$ cat src/scle_pkg.sv
package scle_pkg;

  localparam logic [7:0] CH_BS    = 8'd8;
  localparam logic [7:0] CH_LF    = 8'd10;
  localparam logic [7:0] CH_CR    = 8'd13;
  localparam logic [7:0] CH_ESC   = 8'd27;
  localparam logic [7:0] CH_SPACE = 8'd32;
  localparam logic [7:0] CH_ZERO  = 8'd48;
  localparam logic [7:0] CH_UP    = 8'd65;
  localparam logic [7:0] CH_BRKT  = 8'd91;
  localparam logic [7:0] CH_DEL   = 8'd127;

  localparam logic [1:0] CODE_ENABLE  = 2'd0;
  localparam logic [1:0] CODE_DISABLE = 2'd1;
  localparam logic [1:0] CODE_SETFREQ = 2'd2;

  // Escape tracking phases.
  typedef enum logic [1:0] {
    ESC_NONE  = 2'd0,
    ESC_SEEN  = 2'd1,
    ESC_BRKT  = 2'd2,
    ESC_SPARE = 2'd3
  } esc_phase_t;

  // Command classes handed from front to back.
  typedef enum logic [2:0] {
    OP_NONE  = 3'd0,
    OP_ECHO  = 3'd1,
    OP_ERASE = 3'd2,
    OP_RECALL = 3'd3,
    OP_ENDLN = 3'd4
  } op_t;

  typedef struct packed {
    op_t        op;
    logic [7:0] data;
  } cmd_t;

  typedef enum logic [3:0] {
    ST_IDLE,
    ST_RC_BS,
    ST_RC_RD,
    ST_RC_WAIT,
    ST_RC_OUT,
    ST_PS_RD,
    ST_PS_WAIT,
    ST_PS_CHK,
    ST_OUT_CR,
    ST_OUT_LF,
    ST_CP_RD,
    ST_CP_WAIT,
    ST_OUT_ONE
  } bstate_t;

  // Parser token phases.
  typedef enum logic [2:0] {
    PT_FIRST_PRE,
    PT_FIRST,
    PT_V1_PRE,
    PT_V1,
    PT_V2_PRE,
    PT_V2,
    PT_DONE
  } ptok_t;

  function automatic logic [7:0] kw_enable(input logic [2:0] i);
    unique case (i)
      3'd0: kw_enable = "e";
      3'd1: kw_enable = "n";
      3'd2: kw_enable = "a";
      3'd3: kw_enable = "b";
      3'd4: kw_enable = "l";
      3'd5: kw_enable = "e";
      default: kw_enable = 8'd0;
    endcase
  endfunction

  function automatic logic [7:0] kw_disable(input logic [2:0] i);
    unique case (i)
      3'd0: kw_disable = "d";
      3'd1: kw_disable = "i";
      3'd2: kw_disable = "s";
      3'd3: kw_disable = "a";
      3'd4: kw_disable = "b";
      3'd5: kw_disable = "l";
      3'd6: kw_disable = "e";
      default: kw_disable = 8'd0;
    endcase
  endfunction

  function automatic logic [7:0] kw_setfreq(input logic [3:0] i);
    unique case (i)
      4'd0: kw_setfreq = "s";
      4'd1: kw_setfreq = "e";
      4'd2: kw_setfreq = "t";
      4'd3: kw_setfreq = "-";
      4'd4: kw_setfreq = "t";
      4'd5: kw_setfreq = "a";
      4'd6: kw_setfreq = "s";
      4'd7: kw_setfreq = "k";
      4'd8: kw_setfreq = "-";
      4'd9: kw_setfreq = "f";
      4'd10: kw_setfreq = "r";
      4'd11: kw_setfreq = "e";
      4'd12: kw_setfreq = "q";
      default: kw_setfreq = 8'd0;
    endcase
  endfunction

endpackage

$ cat src/serial_console_line_editor.sv
// Channel | Direction | Handshake          | Payload
// rx      | in        | rx_valid, rx_stall | rx_byte
// tx      | out       | out_valid, out_stall | tx_valid, tx_byte, line_done, cmd_ok,
//         |           |                    | cmd_code, first_value, second_value, last
//
// Order: an echo or erase transaction leaves the back end straight from idle. A recall
// emits one backspace per old byte, then reads, waits for and emits each recalled
// byte. An end of line walks the line store byte by byte (read, wait, check), then
// sends CR and LF, then copies an accepted line into the recall store (read, write).
// Each line store has a single read port, so its bytes are read one at a time.
// Reset: rst is synchronous; it clears lengths, escape phase, queue and the
// output valid flag. Stores are not cleared; only written entries are read.
// Stalls: the front takes bytes while the four-entry command queue has room;
// out_stall holds the output register and stalls the back end where it must emit.
module serial_console_line_editor
  import scle_pkg::*;
#(
  parameter int LINE_MAX = 32
) (
  input  logic        clk,
  input  logic        rst,
  input  logic        rx_valid,
  output logic        rx_stall,
  input  logic [7:0]  rx_byte,
  output logic        out_valid,
  input  logic        out_stall,
  output logic        tx_valid,
  output logic [7:0]  tx_byte,
  output logic        line_done,
  output logic        cmd_ok,
  output logic [1:0]  cmd_code,
  output logic [31:0] first_value,
  output logic [31:0] second_value,
  output logic        last
);

  // Classified commands from front to back.
  cmd_t q_in;
  cmd_t q_head;
  logic q_push;
  logic q_full;
  logic q_pop;
  logic q_avail;

  // Classify bytes, track escape phase.
  scle_front u_front (
    .clk(clk), .rst(rst),
    .in_valid(rx_valid), .in_stall(rx_stall), .in_byte(rx_byte),
    .q_push(q_push), .q_data(q_in), .q_full(q_full)
  );

  // Hold pending commands so the front runs ahead of the back.
  scle_queue u_queue (
    .clk(clk), .rst(rst),
    .push(q_push), .push_data(q_in), .full(q_full),
    .pop(q_pop), .avail(q_avail), .head(q_head)
  );

  // Execute commands: edit line, recall, parse, drive results.
  scle_back #(.LINE_MAX(LINE_MAX)) u_back (
    .clk(clk), .rst(rst),
    .q_avail(q_avail), .q_head(q_head), .q_pop(q_pop),
    .tx_valid(tx_valid), .tx_byte(tx_byte), .line_done(line_done),
    .cmd_ok(cmd_ok), .cmd_code(cmd_code),
    .first_value(first_value), .second_value(second_value), .last(last),
    .out_valid(out_valid), .out_stall(out_stall)
  );

endmodule

$ cat src/scle_ram.sv
module scle_ram #(
  parameter int WIDTH = 8,
  parameter int DEPTH = 32
) (
  input  logic                     clk,
  input  logic                     we,
  input  logic [$clog2(DEPTH)-1:0] waddr,
  input  logic [WIDTH-1:0]         wdata,
  input  logic [$clog2(DEPTH)-1:0] raddr,
  output logic [WIDTH-1:0]         rdata
);

  logic [WIDTH-1:0] mem [DEPTH];

  always_ff @(posedge clk) begin
    if (we) begin
      mem[waddr] <= wdata;
    end
    rdata <= mem[raddr];
  end

endmodule

$ cat src/scle_front.sv
module scle_front
  import scle_pkg::*;
(
  input  logic       clk,
  input  logic       rst,
  input  logic       in_valid,
  output logic       in_stall,
  input  logic [7:0] in_byte,
  output logic       q_push,
  output cmd_t       q_data,
  input  logic       q_full
);

  esc_phase_t phase, phase_next;
  logic       take;

  assign in_stall = q_full;
  assign take     = in_valid && !q_full;

  always_comb begin
    phase_next  = phase;
    q_data.op   = OP_NONE;
    q_data.data = in_byte;
    unique case (phase)
      ESC_SEEN: begin
        phase_next = (in_byte == CH_BRKT) ? ESC_BRKT : ESC_NONE;
      end
      ESC_BRKT, ESC_SPARE: begin
        phase_next = ESC_NONE;
        if (in_byte == CH_UP) begin
          q_data.op = OP_RECALL;
        end
      end
      default: begin
        priority if (in_byte == CH_ESC) begin
          phase_next = ESC_SEEN;
        end else if (in_byte == CH_CR || in_byte == CH_LF) begin
          q_data.op = OP_ENDLN;
        end else if (in_byte == CH_BS || in_byte == CH_DEL) begin
          q_data.op = OP_ERASE;
        end else begin
          q_data.op = OP_ECHO;
        end
      end
    endcase
  end

  assign q_push = take && (q_data.op != OP_NONE);

  always_ff @(posedge clk) begin
    if (rst) begin
      phase <= ESC_NONE;
    end else if (take) begin
      phase <= phase_next;
    end
  end

endmodule

$ cat src/scle_queue.sv
module scle_queue
  import scle_pkg::*;
(
  input  logic clk,
  input  logic rst,
  input  logic push,
  input  cmd_t push_data,
  output logic full,
  input  logic pop,
  output logic avail,
  output cmd_t head
);

  localparam int DEPTH = 4;

  cmd_t                     slots [DEPTH];
  logic [$clog2(DEPTH)-1:0] wptr;
  logic [$clog2(DEPTH)-1:0] rptr;
  logic [$clog2(DEPTH):0]   count;

  assign full  = (count == ($clog2(DEPTH)+1)'(DEPTH));
  assign avail = (count != '0);
  assign head  = slots[rptr];

  always_ff @(posedge clk) begin
    if (push) begin
      slots[wptr] <= push_data;
    end
  end

  always_ff @(posedge clk) begin
    if (rst) begin
      wptr  <= '0;
      rptr  <= '0;
      count <= '0;
    end else begin
      if (push) begin
        wptr <= wptr + 1'b1;
      end
      if (pop) begin
        rptr <= rptr + 1'b1;
      end
      count <= count + {{$clog2(DEPTH){1'b0}}, push} - {{$clog2(DEPTH){1'b0}}, pop};
    end
  end

endmodule

$ cat src/scle_back.sv
module scle_back
  import scle_pkg::*;
#(
  parameter int LINE_MAX = 32
) (
  input  logic        clk,
  input  logic        rst,
  input  logic        q_avail,
  input  cmd_t        q_head,
  output logic        q_pop,
  output logic        tx_valid,
  output logic [7:0]  tx_byte,
  output logic        line_done,
  output logic        cmd_ok,
  output logic [1:0]  cmd_code,
  output logic [31:0] first_value,
  output logic [31:0] second_value,
  output logic        last,
  output logic        out_valid,
  input  logic        out_stall
);

  localparam int AW = $clog2(LINE_MAX);
  localparam int LW = $clog2(LINE_MAX + 1);

  bstate_t state, state_next;

  logic [LW-1:0] line_len;
  logic [LW-1:0] recall_len;
  logic [LW-1:0] idx;
  logic [LW-1:0] len_snap;

  // Store ports.
  logic          ls_we;
  logic [AW-1:0] ls_waddr;
  logic [7:0]    ls_wdata;
  logic [AW-1:0] ls_raddr;
  logic [7:0]    ls_rdata;
  logic          rs_we;
  logic [AW-1:0] rs_waddr;
  logic [AW-1:0] rs_raddr;
  logic [7:0]    rs_rdata;

  // Parser state.
  ptok_t         ptok;
  logic [3:0]    tlen;
  logic          m_en;
  logic          m_dis;
  logic          m_set;
  logic [1:0]    pcode;
  logic          pok;
  logic [31:0]   acc;
  logic [31:0]   v1;
  logic [31:0]   prod;
  logic [7:0]    pch;
  logic          tok_end;
  logic          first_ok;

  // Output register.
  logic          ob_full;
  logic          ob_free;
  logic          ob_load;
  logic [7:0]    ob_byte;
  logic          ob_done;
  logic          ob_last;
  logic          ob_ok;
  logic [1:0]    ob_code;
  logic [31:0]   ob_v1;
  logic [31:0]   ob_v2;

  logic [7:0]    ld_byte;
  logic          ld_done;
  logic          ld_last;

  scle_ram #(.WIDTH(8), .DEPTH(LINE_MAX)) u_line (
    .clk(clk), .we(ls_we), .waddr(ls_waddr), .wdata(ls_wdata),
    .raddr(ls_raddr), .rdata(ls_rdata)
  );

  scle_ram #(.WIDTH(8), .DEPTH(LINE_MAX)) u_recall (
    .clk(clk), .we(rs_we), .waddr(rs_waddr), .wdata(ls_rdata),
    .raddr(rs_raddr), .rdata(rs_rdata)
  );

  assign ob_free   = !ob_full || !out_stall;
  assign out_valid = ob_full;
  assign tx_valid  = 1'b1;
  assign tx_byte   = ob_byte;
  assign line_done = ob_done;
  assign last      = ob_last;
  assign cmd_ok    = ob_ok;
  assign cmd_code  = ob_code;
  assign first_value  = ob_v1;
  assign second_value = ob_v2;

  assign pch     = ls_rdata;
  assign tok_end = (idx == len_snap);
  assign prod    = {acc[28:0], 3'b000} + {acc[30:0], 1'b0};
  assign first_ok = ((m_en && tlen == 4'd6) ? 1'b1 : 1'b0)
                  | ((m_dis && tlen == 4'd7) ? 1'b1 : 1'b0);

  always_comb begin
    state_next = state;
    unique case (state)
      ST_IDLE: begin
        if (q_avail) begin
          unique case (q_head.op)
            OP_ECHO: state_next = ob_free ? ST_IDLE : ST_IDLE;
            OP_ERASE: state_next = ST_IDLE;
            OP_RECALL: begin
              priority if (line_len != '0) begin
                state_next = ST_RC_BS;
              end else if (recall_len != '0) begin
                state_next = ST_RC_RD;
              end else begin
                state_next = ST_IDLE;
              end
            end
            OP_ENDLN: state_next = ST_PS_RD;
            default: state_next = ST_IDLE;
          endcase
        end
      end
      ST_RC_BS: begin
        if (ob_free && idx == len_snap - 1'b1) begin
          state_next = (recall_len != '0) ? ST_RC_RD : ST_IDLE;
        end
      end
      ST_RC_RD:   state_next = ST_RC_WAIT;
      ST_RC_WAIT: state_next = ST_RC_OUT;
      ST_RC_OUT: begin
        if (ob_free) begin
          state_next = (idx == recall_len - 1'b1) ? ST_IDLE : ST_RC_RD;
        end
      end
      ST_PS_RD:   state_next = tok_end ? ST_PS_CHK : ST_PS_WAIT;
      ST_PS_WAIT: state_next = ST_PS_CHK;
      ST_PS_CHK: begin
        if (tok_end || ptok == PT_DONE) begin
          state_next = ST_OUT_CR;
        end else begin
          state_next = ST_PS_RD;
        end
      end
      ST_OUT_CR: if (ob_free) state_next = ST_OUT_LF;
      ST_OUT_LF: begin
        if (ob_free) begin
          state_next = (pok && len_snap != '0) ? ST_CP_RD : ST_IDLE;
        end
      end
      ST_CP_RD:   state_next = ST_CP_WAIT;
      ST_CP_WAIT: state_next = (idx == len_snap - 1'b1) ? ST_IDLE : ST_CP_RD;
      default:    state_next = ST_IDLE;
    endcase
  end

  always_comb begin
    q_pop    = 1'b0;
    ob_load  = 1'b0;
    ld_byte  = 8'd0;
    ld_done  = 1'b0;
    ld_last  = 1'b0;
    ls_we    = 1'b0;
    ls_waddr = idx[AW-1:0];
    ls_wdata = q_head.data;
    ls_raddr = idx[AW-1:0];
    rs_we    = 1'b0;
    rs_waddr = idx[AW-1:0];
    rs_raddr = idx[AW-1:0];
    unique case (state)
      ST_IDLE: begin
        if (q_avail) begin
          unique case (q_head.op)
            OP_ECHO: begin
              if (ob_free) begin
                q_pop    = 1'b1;
                ob_load  = 1'b1;
                ld_byte  = q_head.data;
                ld_last  = 1'b1;
                ls_we    = (line_len < LW'(LINE_MAX));
                ls_waddr = line_len[AW-1:0];
              end
            end
            OP_ERASE: begin
              if (line_len == '0) begin
                q_pop = 1'b1;
              end else if (ob_free) begin
                q_pop   = 1'b1;
                ob_load = 1'b1;
                ld_byte = CH_BS;
                ld_last = 1'b1;
              end
            end
            default: q_pop = 1'b1;
          endcase
        end
      end
      ST_RC_BS: begin
        if (ob_free) begin
          ob_load = 1'b1;
          ld_byte = CH_BS;
          ld_last = (idx == len_snap - 1'b1) && (recall_len == '0);
        end
      end
      ST_RC_OUT: begin
        if (ob_free) begin
          ob_load  = 1'b1;
          ld_byte  = rs_rdata;
          ld_last  = (idx == recall_len - 1'b1);
          ls_we    = 1'b1;
          ls_wdata = rs_rdata;
        end
      end
      ST_OUT_CR: begin
        if (ob_free) begin
          ob_load = 1'b1;
          ld_byte = CH_CR;
        end
      end
      ST_OUT_LF: begin
        if (ob_free) begin
          ob_load = 1'b1;
          ld_byte = CH_LF;
          ld_done = 1'b1;
          ld_last = 1'b1;
        end
      end
      ST_CP_WAIT: begin
        rs_we = 1'b1;
      end
      default: begin
      end
    endcase
  end

  always_ff @(posedge clk) begin
    if (rst) begin
      state      <= ST_IDLE;
      line_len   <= '0;
      recall_len <= '0;
      ob_full    <= 1'b0;
    end else begin
      state <= state_next;
      if (ob_load) begin
        ob_full <= 1'b1;
      end else if (!out_stall) begin
        ob_full <= 1'b0;
      end
      if (state == ST_IDLE && q_avail && q_pop) begin
        if (q_head.op == OP_ECHO && line_len < LW'(LINE_MAX)) begin
          line_len <= line_len + 1'b1;
        end else if (q_head.op == OP_ERASE && line_len != '0) begin
          line_len <= line_len - 1'b1;
        end else if (q_head.op == OP_RECALL) begin
          line_len <= recall_len;
        end else if (q_head.op == OP_ENDLN) begin
          line_len <= '0;
        end
      end
      if (state == ST_OUT_LF && ob_free && pok) begin
        recall_len <= len_snap;
      end
    end
  end

  // Output data, step counter, line snapshot and parser registers.
  always_ff @(posedge clk) begin
    if (ob_load) begin
      ob_byte <= ld_byte;
      ob_done <= ld_done;
      ob_last <= ld_last;
      ob_ok   <= ld_done && pok;
      ob_code <= (ld_done && pok) ? pcode : CODE_ENABLE;
      ob_v1   <= (ld_done && pok && pcode == CODE_SETFREQ) ? v1 : 32'd0;
      ob_v2   <= (ld_done && pok && pcode == CODE_SETFREQ) ? acc : 32'd0;
    end
    unique case (state)
      ST_IDLE: begin
        idx   <= '0;
        ptok  <= PT_FIRST_PRE;
        pok   <= 1'b0;
        pcode <= CODE_ENABLE;
        acc   <= 32'd0;
        v1    <= 32'd0;
        tlen  <= 4'd0;
        m_en  <= 1'b1;
        m_dis <= 1'b1;
        m_set <= 1'b1;
        // Snapshot the line length before the pop moves it.
        if (q_avail && (q_head.op == OP_ENDLN || q_head.op == OP_RECALL)) begin
          len_snap <= line_len;
        end
      end
      ST_RC_BS: begin
        if (ob_free) begin
          idx <= (idx == len_snap - 1'b1) ? '0 : idx + 1'b1;
        end
      end
      ST_RC_OUT: begin
        if (ob_free) begin
          idx <= idx + 1'b1;
        end
      end
      ST_PS_CHK: begin
        if (tok_end) begin
          // End of line: close an open command word or second value.
          unique case (ptok)
            PT_FIRST: begin
              pok   <= first_ok;
              pcode <= (m_en && tlen == 4'd6) ? CODE_ENABLE : CODE_DISABLE;
            end
            PT_V2: begin
              pok   <= 1'b1;
              pcode <= CODE_SETFREQ;
            end
            default: begin
            end
          endcase
        end else begin
          idx <= idx + 1'b1;
          unique case (ptok)
            PT_FIRST_PRE, PT_FIRST: begin
              if (pch == CH_SPACE) begin
                if (ptok == PT_FIRST) begin
                  priority if (first_ok) begin
                    pok   <= 1'b1;
                    pcode <= (m_en && tlen == 4'd6) ? CODE_ENABLE : CODE_DISABLE;
                    ptok  <= PT_DONE;
                  end else if (m_set && tlen == 4'd13) begin
                    ptok <= PT_V1_PRE;
                  end else begin
                    ptok <= PT_DONE;
                  end
                end
              end else begin
                ptok <= PT_FIRST;
                if (tlen < 4'd13) begin
                  tlen <= tlen + 1'b1;
                  if (tlen > 4'd5 || pch != kw_enable(tlen[2:0])) m_en <= 1'b0;
                  if (tlen > 4'd6 || pch != kw_disable(tlen[2:0])) m_dis <= 1'b0;
                  if (pch != kw_setfreq(tlen)) m_set <= 1'b0;
                end else begin
                  m_en  <= 1'b0;
                  m_dis <= 1'b0;
                end
              end
            end
            PT_V1_PRE, PT_V1: begin
              if (pch == CH_SPACE) begin
                if (ptok == PT_V1) begin
                  v1   <= acc;
                  acc  <= 32'd0;
                  ptok <= PT_V2_PRE;
                end
              end else begin
                ptok <= PT_V1;
                // Digit offset wraps over the full word, no digit check.
                acc  <= prod + {24'd0, pch} - 32'(CH_ZERO);
              end
            end
            PT_V2_PRE, PT_V2: begin
              if (pch == CH_SPACE) begin
                if (ptok == PT_V2) begin
                  pok   <= 1'b1;
                  pcode <= CODE_SETFREQ;
                  ptok  <= PT_DONE;
                end
              end else begin
                ptok <= PT_V2;
                acc  <= prod + {24'd0, pch} - 32'(CH_ZERO);
              end
            end
            default: begin
            end
          endcase
        end
      end
      ST_OUT_LF: begin
        if (ob_free) begin
          idx <= '0;
        end
      end
      ST_CP_WAIT: begin
        idx <= idx + 1'b1;
      end
      default: begin
      end
    endcase
  end

endmodule

$ cat config.mk
export PLATFORM = sky130hd
export DESIGN_NAME = serial_console_line_editor
export DESIGN_NICKNAME = d
export VERILOG_FILES = /design/src/scle_pkg.sv /design/src/serial_console_line_editor.sv /design/src/scle_ram.sv /design/src/scle_front.sv /design/src/scle_queue.sv /design/src/scle_back.sv
export SDC_FILE = /design/constraint.sdc
export NUM_CORES = 1
export LEC_CHECK = 0
export BUFFER_PORTS_ARGS = -buffer_cell sky130_fd_sc_hd__buf_2
export CORE_ASPECT_RATIO = 1.25
export CORE_MARGIN = 2
export CORE_UTILIZATION = 25
export CTS_CLUSTER_SIZE = 10
export DETAILED_ROUTE_END_ITERATION = 8
export GPL_ROUTABILITY_DRIVEN = 0
export PLACE_DENSITY = 0.4
export RECOVER_POWER = 25
export SLEW_MARGIN = 20
export SYNTH_ARGS = -nofsm -noshare
export SYNTH_HDL_FRONTEND = slang
export SYNTH_SLANG_ARGS = --single-unit
$ cat constraint.sdc
create_clock -name clk -period 11 [get_ports clk]
set_clock_uncertainty 0.1 [all_clocks]
set_input_delay 0.55 -clock clk [delete_from_list [all_inputs] [get_ports clk]]
set_output_delay 0.55 -clock clk [all_outputs]
set_load 0.005 [all_outputs]
# [Yosys cells after proc, flatten, opt, wreduce, memory -nomap -nowiden]
# Memory sizes are Yosys's and may differ from the RTL's. A register that Yosys moved wholly into a read port is not among the register bits.
# Cells that the tools add are included.
[classes] muxes=159 bitwise=1 n_eq_ne=79 add_sub_neg=13 magnitude_cmp=4 reduce_logical=60
[ops] op="two-way mux 32 bit" n=8
[ops] op="one-hot mux 32 bit (2 select lines)" n=3
[ops] op="two-way mux 8 bit" n=21
[ops] op="two-way mux 4 bit" n=17
[ops] op="two-way mux 6 bit" n=9
[ops] op="one-hot mux 7 bit (7 select lines)" n=1
[ops] op="one-hot mux 4 bit (12 select lines)" n=1
[ops] op="two-way mux 1 bit" n=46
[ops] op="one-hot mux 8 bit (5 select lines)" n=1
[ops] op="one-hot mux 6 bit (6 select lines)" n=1
[ops] op="one-hot mux 7 bit (5 select lines)" n=1
[ops] op="AND reduction 5 bit" n=7
[ops] op="two-way mux 3 bit" n=11
[ops] op="adder 32 bit" n=1
[ops] op="adder 32 x 8 -> 32 bit" n=1
[ops] op="subtractor 32 x 6 -> 32 bit (second input constant)" n=1
[ops] op="two-way mux 2 bit" n=14
[ops] op="equality test 3 bit (second input constant)" n=8
[ops] op="equality test 4 x 3 -> 1 bit (second input constant)" n=6
[ops] op="equality test 8 x 4 -> 1 bit (second input constant)" n=3
[ops] op="equality test 8 x 7 -> 1 bit (second input constant)" n=3
[ops] op="!= test 4 x 2 -> 1 bit (second input constant)" n=6
[ops] op="!= test 8 bit" n=3
[ops] op="nonzero test 6 bit" n=4
[ops] op="other kinds (48)" n=139
[totals] ram_bits=556 in_bits=12 memories=4 output_inout_bits=80 rom_bits=112 wordCells=346 regBits=192
[mem_list] name="u_back.u_line.mem" depth=32 width=8 rd=1 rd_clocked_by_memory_dff=1 wr=1 line_no="scle_ram.sv:13" source="logic [WIDTH-1:0] mem [DEPTH];"
[mem_list] name="u_back.u_recall.mem" depth=32 width=8 rd=1 rd_clocked_by_memory_dff=1 wr=1 line_no="scle_ram.sv:13"
[mem_list] name="(name not given)" depth=16 width=7 rd=1 rd_clocked_by_memory_dff=1 wr=0 line_no="scle_pkg.sv:92" source="unique case (i)"
[mem_list] name="u_queue.slots" depth=4 width=11 rd=1 rd_clocked_by_memory_dff=1 wr=1 line_no="scle_queue.sv:16" source="cmd_t slots [DEPTH];"

# [Depth between registers and ports, before layout]
[logic_depth] ltp_word=16 ltp_mapped=16 depth_no_buf=15

# [By module]
# A second synthesis with hierarchy kept.
[hier_totals] cells_unflattened=2184 hier_area_um2=34459.3
[by_module_without_submodules] module="scle_ram" cells_each=417 seq_area_each_um2=7847.5 instances=2 area_per_inst_um2=10053.4
[by_module_without_submodules] module="scle_back" cells_each=1205 seq_area_each_um2=5465.2 instances=1 area_per_inst_um2=11999.0
[by_module_without_submodules] module="scle_queue" cells_each=99 seq_area_each_um2=1501.4 instances=1 area_per_inst_um2=2029.4
[by_module_without_submodules] module="scle_front" cells_each=46 seq_area_each_um2=40.0 instances=1 area_per_inst_um2=324.1

# [Worst setup path after synthesis]
# No wires, ideal clock.
[synth_timing] path_kind="register -> register" startpoint="register u_back.u_line.rdata[5] (read register of u_back.u_line.mem)" endpoint="register u_back.acc[28] (data pin)" slack_ps=6750 synth_period_minus_slack_ps=4250 stages_incl_launch_ff=14 t_arrival_ps=3894 setup_time_ps=257 required_time_ps=10643 path_buffers=0 cell_sequence="dfxtp_1 > inv_1 > fa_1 > fa_1 > inv_1 > ha_1 > and2_1 > a221oi_1 > a21oi_1 > o211a_1 > a31o_2 > a2111oi_0 > or4_1 > nand2_1"
[synth_via] elab_chain_len=6 word_cells_on_any_way=8 cone_classes="2 x add/sub; 1 x eq/ne; 5 x mux"
[synth_lines] item="start, declared" line_no="scle_ram.sv:10" source="output logic [WIDTH-1:0] rdata"
[synth_lines] item="adder 32 x 8 -> 32 bit" line_no="scle_back.sv:358, scle_back.sv:370"
[synth_lines] item="subtractor 32 x 6 -> 32 bit" line_no="scle_back.sv:358, scle_back.sv:370"
[synth_lines] item="two-way mux 32 bit, on equally long branches" line_no="scle_back.sv:362, scle_back.sv:349"
[synth_lines] item="one-hot mux 32 bit (2 select lines) *" line_no="scle_back.sv:321" source="unique case (ptok)"
[synth_lines] item="two-way mux 32 bit *" line_no="scle_back.sv:305" source="if (tok_end) begin"
[synth_lines] item="one-hot mux 32 bit (2 select lines) *" line_no="scle_back.sv:277" source="unique case (state)"
[synth_lines] item="end signal, assigned" line_no="scle_back.sv:358" source="acc <= prod + {24'd0, pch} - 32'(CH_ZERO);"
[synth_lines] item="end signal, assigned" line_no="scle_back.sv:370" source="acc <= prod + {24'd0, pch} - 32'(CH_ZERO);"
[synth_lines] item="end, declared" line_no="scle_back.sv:52" source="logic [31:0] acc;"
# Mark *: on every way between the ends. The rest lies on a longest branch, timed or not. The select of a mux whose other input is x is not followed.
# A chain may end at the register's enable or synchronous reset.

# [Final worst setup path]
[layout_timing] startpoint="register u_back.u_line.rdata[4] (read register of u_back.u_line.mem)" endpoint="register u_back.acc[29] (data pin)"
# Same word-level chain as after synthesis.

==> reports/metrics.csv <==
metric,value,unit
antennaDiodeCount,0,
drt_iter0_drc,1187,
synth.ff_latch_count,773,
grt_pass1_wl,136000,microns
placed_area,0.0362,sq mm
ys_seq_area_share,67.4,%
worstSetupPathType,flop to flop,
drt_first_pass_iters,5,
hold_viol,0,
drc,0,
mappedNetlistArea,0.0337,sq mm
cts_tree,yes,
nets,2427,
worstPathCellList,clkbuf_1 > inv_1 > ha_1 > inv_1 > fa_1 > inv_1 > fa_1 > nand2b_1 > a21oi_1 > o211ai_1 > o211ai_1 > a21oi_1 > o211a_1 > or4_1 > nand3_1,
clk_pin_slew,0.06,ns
syn_avg_cell_area,15.4,sq um
max_slew_margin,-40.4,%
final_max_slew_viol_count,302,
setup_slack,5.37,ns
slowest_delay,1.37,ns
hold_path.class,primary input to flop,
async_flop_share,0,%
violations,"max-capacitance violations, max-slew violations",
synth_top_area_share,64.4,%
wl_per_cell,22.0,microns
arrival,6.04,ns
areaGrowthSynthToFinish,14.7,%
grtUsageTotal,13.1,%
h-tree-depth,3,
yosysMostFrequentCell,edfxtp_1,
cp_slowest_cell,clkbuf_1,
via_per_inst,4.61,
grt_max_degree,103,
cts-root-buf,clkbuf_16,
required,11.41,ns
crit_family,buffers and inverters,
grt_pass1_vias,20100,
cp_max_fo,38,
start_kind,flop,
cts_buffer_depth,3,
syn_inst,2192,
setup_tns,0,ns
fp-row-count,150,
worst_setup_path_end_kind,flop,
fin_area,0.0386,sq mm
cts.sinks,773,
final_layout_size_suffix_gt1_share,12.8,%
status,finished with violations,
syn-num-nets,2318,
drt-total-wl,90500,microns
floorplan.initialDensity,25.2,%
fillers,13400,
synth_ff_type,edfxtp_1,
dpl.hpwl,59800,microns
grt_antenna_before_repair,1,
cts_made_buffers,88,
postCtsHoldBufs,0,
min_period,5.63,ns
irDropWorstVdd,201,uV
detailroute.via_count,18900,
whs,0.151,ns
tightest_slew,2.11,ns
crit_top_cell,inv_1,
path_buf_inv,4,
fmax,178,MHz
cap_violations,8,
synth_top_area_cell,edfxtp_1,
synth_cell_type_count,83,
fin_util,28.9,%
core-area,0.134,sq mm
setup_violations,0,
place_ws,6.48,ns
gr-total-overflow,0,
post_cts_resized,0,
drtAntennaViolNets,0,
p_leak,12.6,nW
rsz0062_at_grt,no,
place_inst,3959,
stdcell_count,4107,
dieArea,0.138,sq mm
finalCritPeriodShare,51.2,%
ys_warn_count,0,
die_h,414,microns
total_power,11.6,mW
synth.top_cells.by_area,"edfxtp_1 (64%), mux4_2 (8.7%), ha_1 (4.0%)",
die_w,332,microns
synth_common_cells,"edfxtp_1 (722), nor2_1 (216), mux4_2 (130)",
synth_edf_count,722,
port_buffers,90,
cts_setup_buffers,0,
clock_latency,0.67,ns
pin_count,92,
power.density,301,mW/mm^2
state kept, by name, indices dropped and copies added (netlist names), 8 cells and up, named ones only:
register,cells
u_back.acc,32
u_back.second_value,32
u_back.u_line.mem,256
u_back.tx_byte,8
u_back.v1,32
u_queue.slots,44
u_back.u_line.rdata,8
u_back.u_recall.rdata,8
u_back.u_recall.mem,256
u_back.first_value,32
metal layers:
metal,share of wire [%],vias to the layer above,track usage [%]
li1,-,8614,-
met1,41,9746,15.6
met2,53,430,24.0
met3,3.9,131,2.11
met4,2.8,0,4.29
met5,0,-,0
layout by cell type, fill, tap and decap left out, types with 5 or more instances in the layout:
cell and instances:
nand2b_1 13, edfxtp_1 722, o211ai_1 5, nor2_1 215, xnor2_1 36, a22oi_1 73
a21oi_1 58, nor4_1 39, a41oi_1 5, nand4_1 26, a211oi_1 7, nand2_1 118
or3_1 5, mux4_2 130, buf_4 25, ha_1 107, xor2_1 34, a21o_1 14
dfxtp_1 51, nor2b_1 18, nand3_1 20, a31oi_1 12, and3_1 10, mux2i_1 11
o21ai_0 48, buf_2 23, clkbuf_16 90, inv_1 126, nor3b_1 9, nor3_1 19
and2_1 50, mux4_1 9, o31ai_1 5, fa_1 7, clkbuf_1 126
worst paths after layout:
| path | startpoint | to | slack [ns] | cells after the start |
|---|---|---|---|---|
| worst max-delay path | u_back.u_line.rdata[4]$_DFF_P_ | u_back.acc[29]$_SDFFCE_PN0P_ | 5.37 | 15 |
| worst min-delay path | rx_byte[7] | u_queue.slots[0][7]$_DFFE_PP_ | 0.15 | 1 |
| worst max register to register | u_back.u_line.rdata[4]$_DFF_P_ | u_back.acc[29]$_SDFFCE_PN0P_ | 5.37 | 15 |
| worst min register to register | u_back.v1[22]$_SDFFCE_PN0P_ | u_back.first_value[22]$_SDFFCE_PN0P_ | 0.42 | 1 |
power breakdown:
| part | internal [mW] | switching (mW) | leakage (nW) |
|---|---|---|---|
| clock network | 1.52 | 1.17 | 1.21 |
| registers | 4.03 | 0.206 | 7.20 |
| logic | 1.73 | 2.97 | 4.22 |
area by class of cell:
cell class | count | area [sq um] | share of cell area (%)
flip-flops and latches | 773 | 22700 | 58.8
multi-input cells | 1187 | 10100 | 26.2
clock buffers | 141 | 2450 | 6.35
well taps | 1748 | 2190 | 5.66
repair buffers | 125 | 608 | 1.57
inverters | 126 | 473 | 1.22
clock inverters | 7 | 91.3 | 0.236
logic make-up after synthesis:
kind of cell             Yosys count  synth area share [%]
adder cells (fa/ha/maj)          114                  4.39
AO/OA/AOI/OAI                    277                  5.55
multiplexers                     152                  9.79
AND/OR/NAND/NOR                  573                  8.25
buffers and inverters            232                  2.78
XOR/XNOR                          70                  1.82
other                              1                0.0111
flip-flops                       773                  67.4
(Power assumes the default switching activity.)
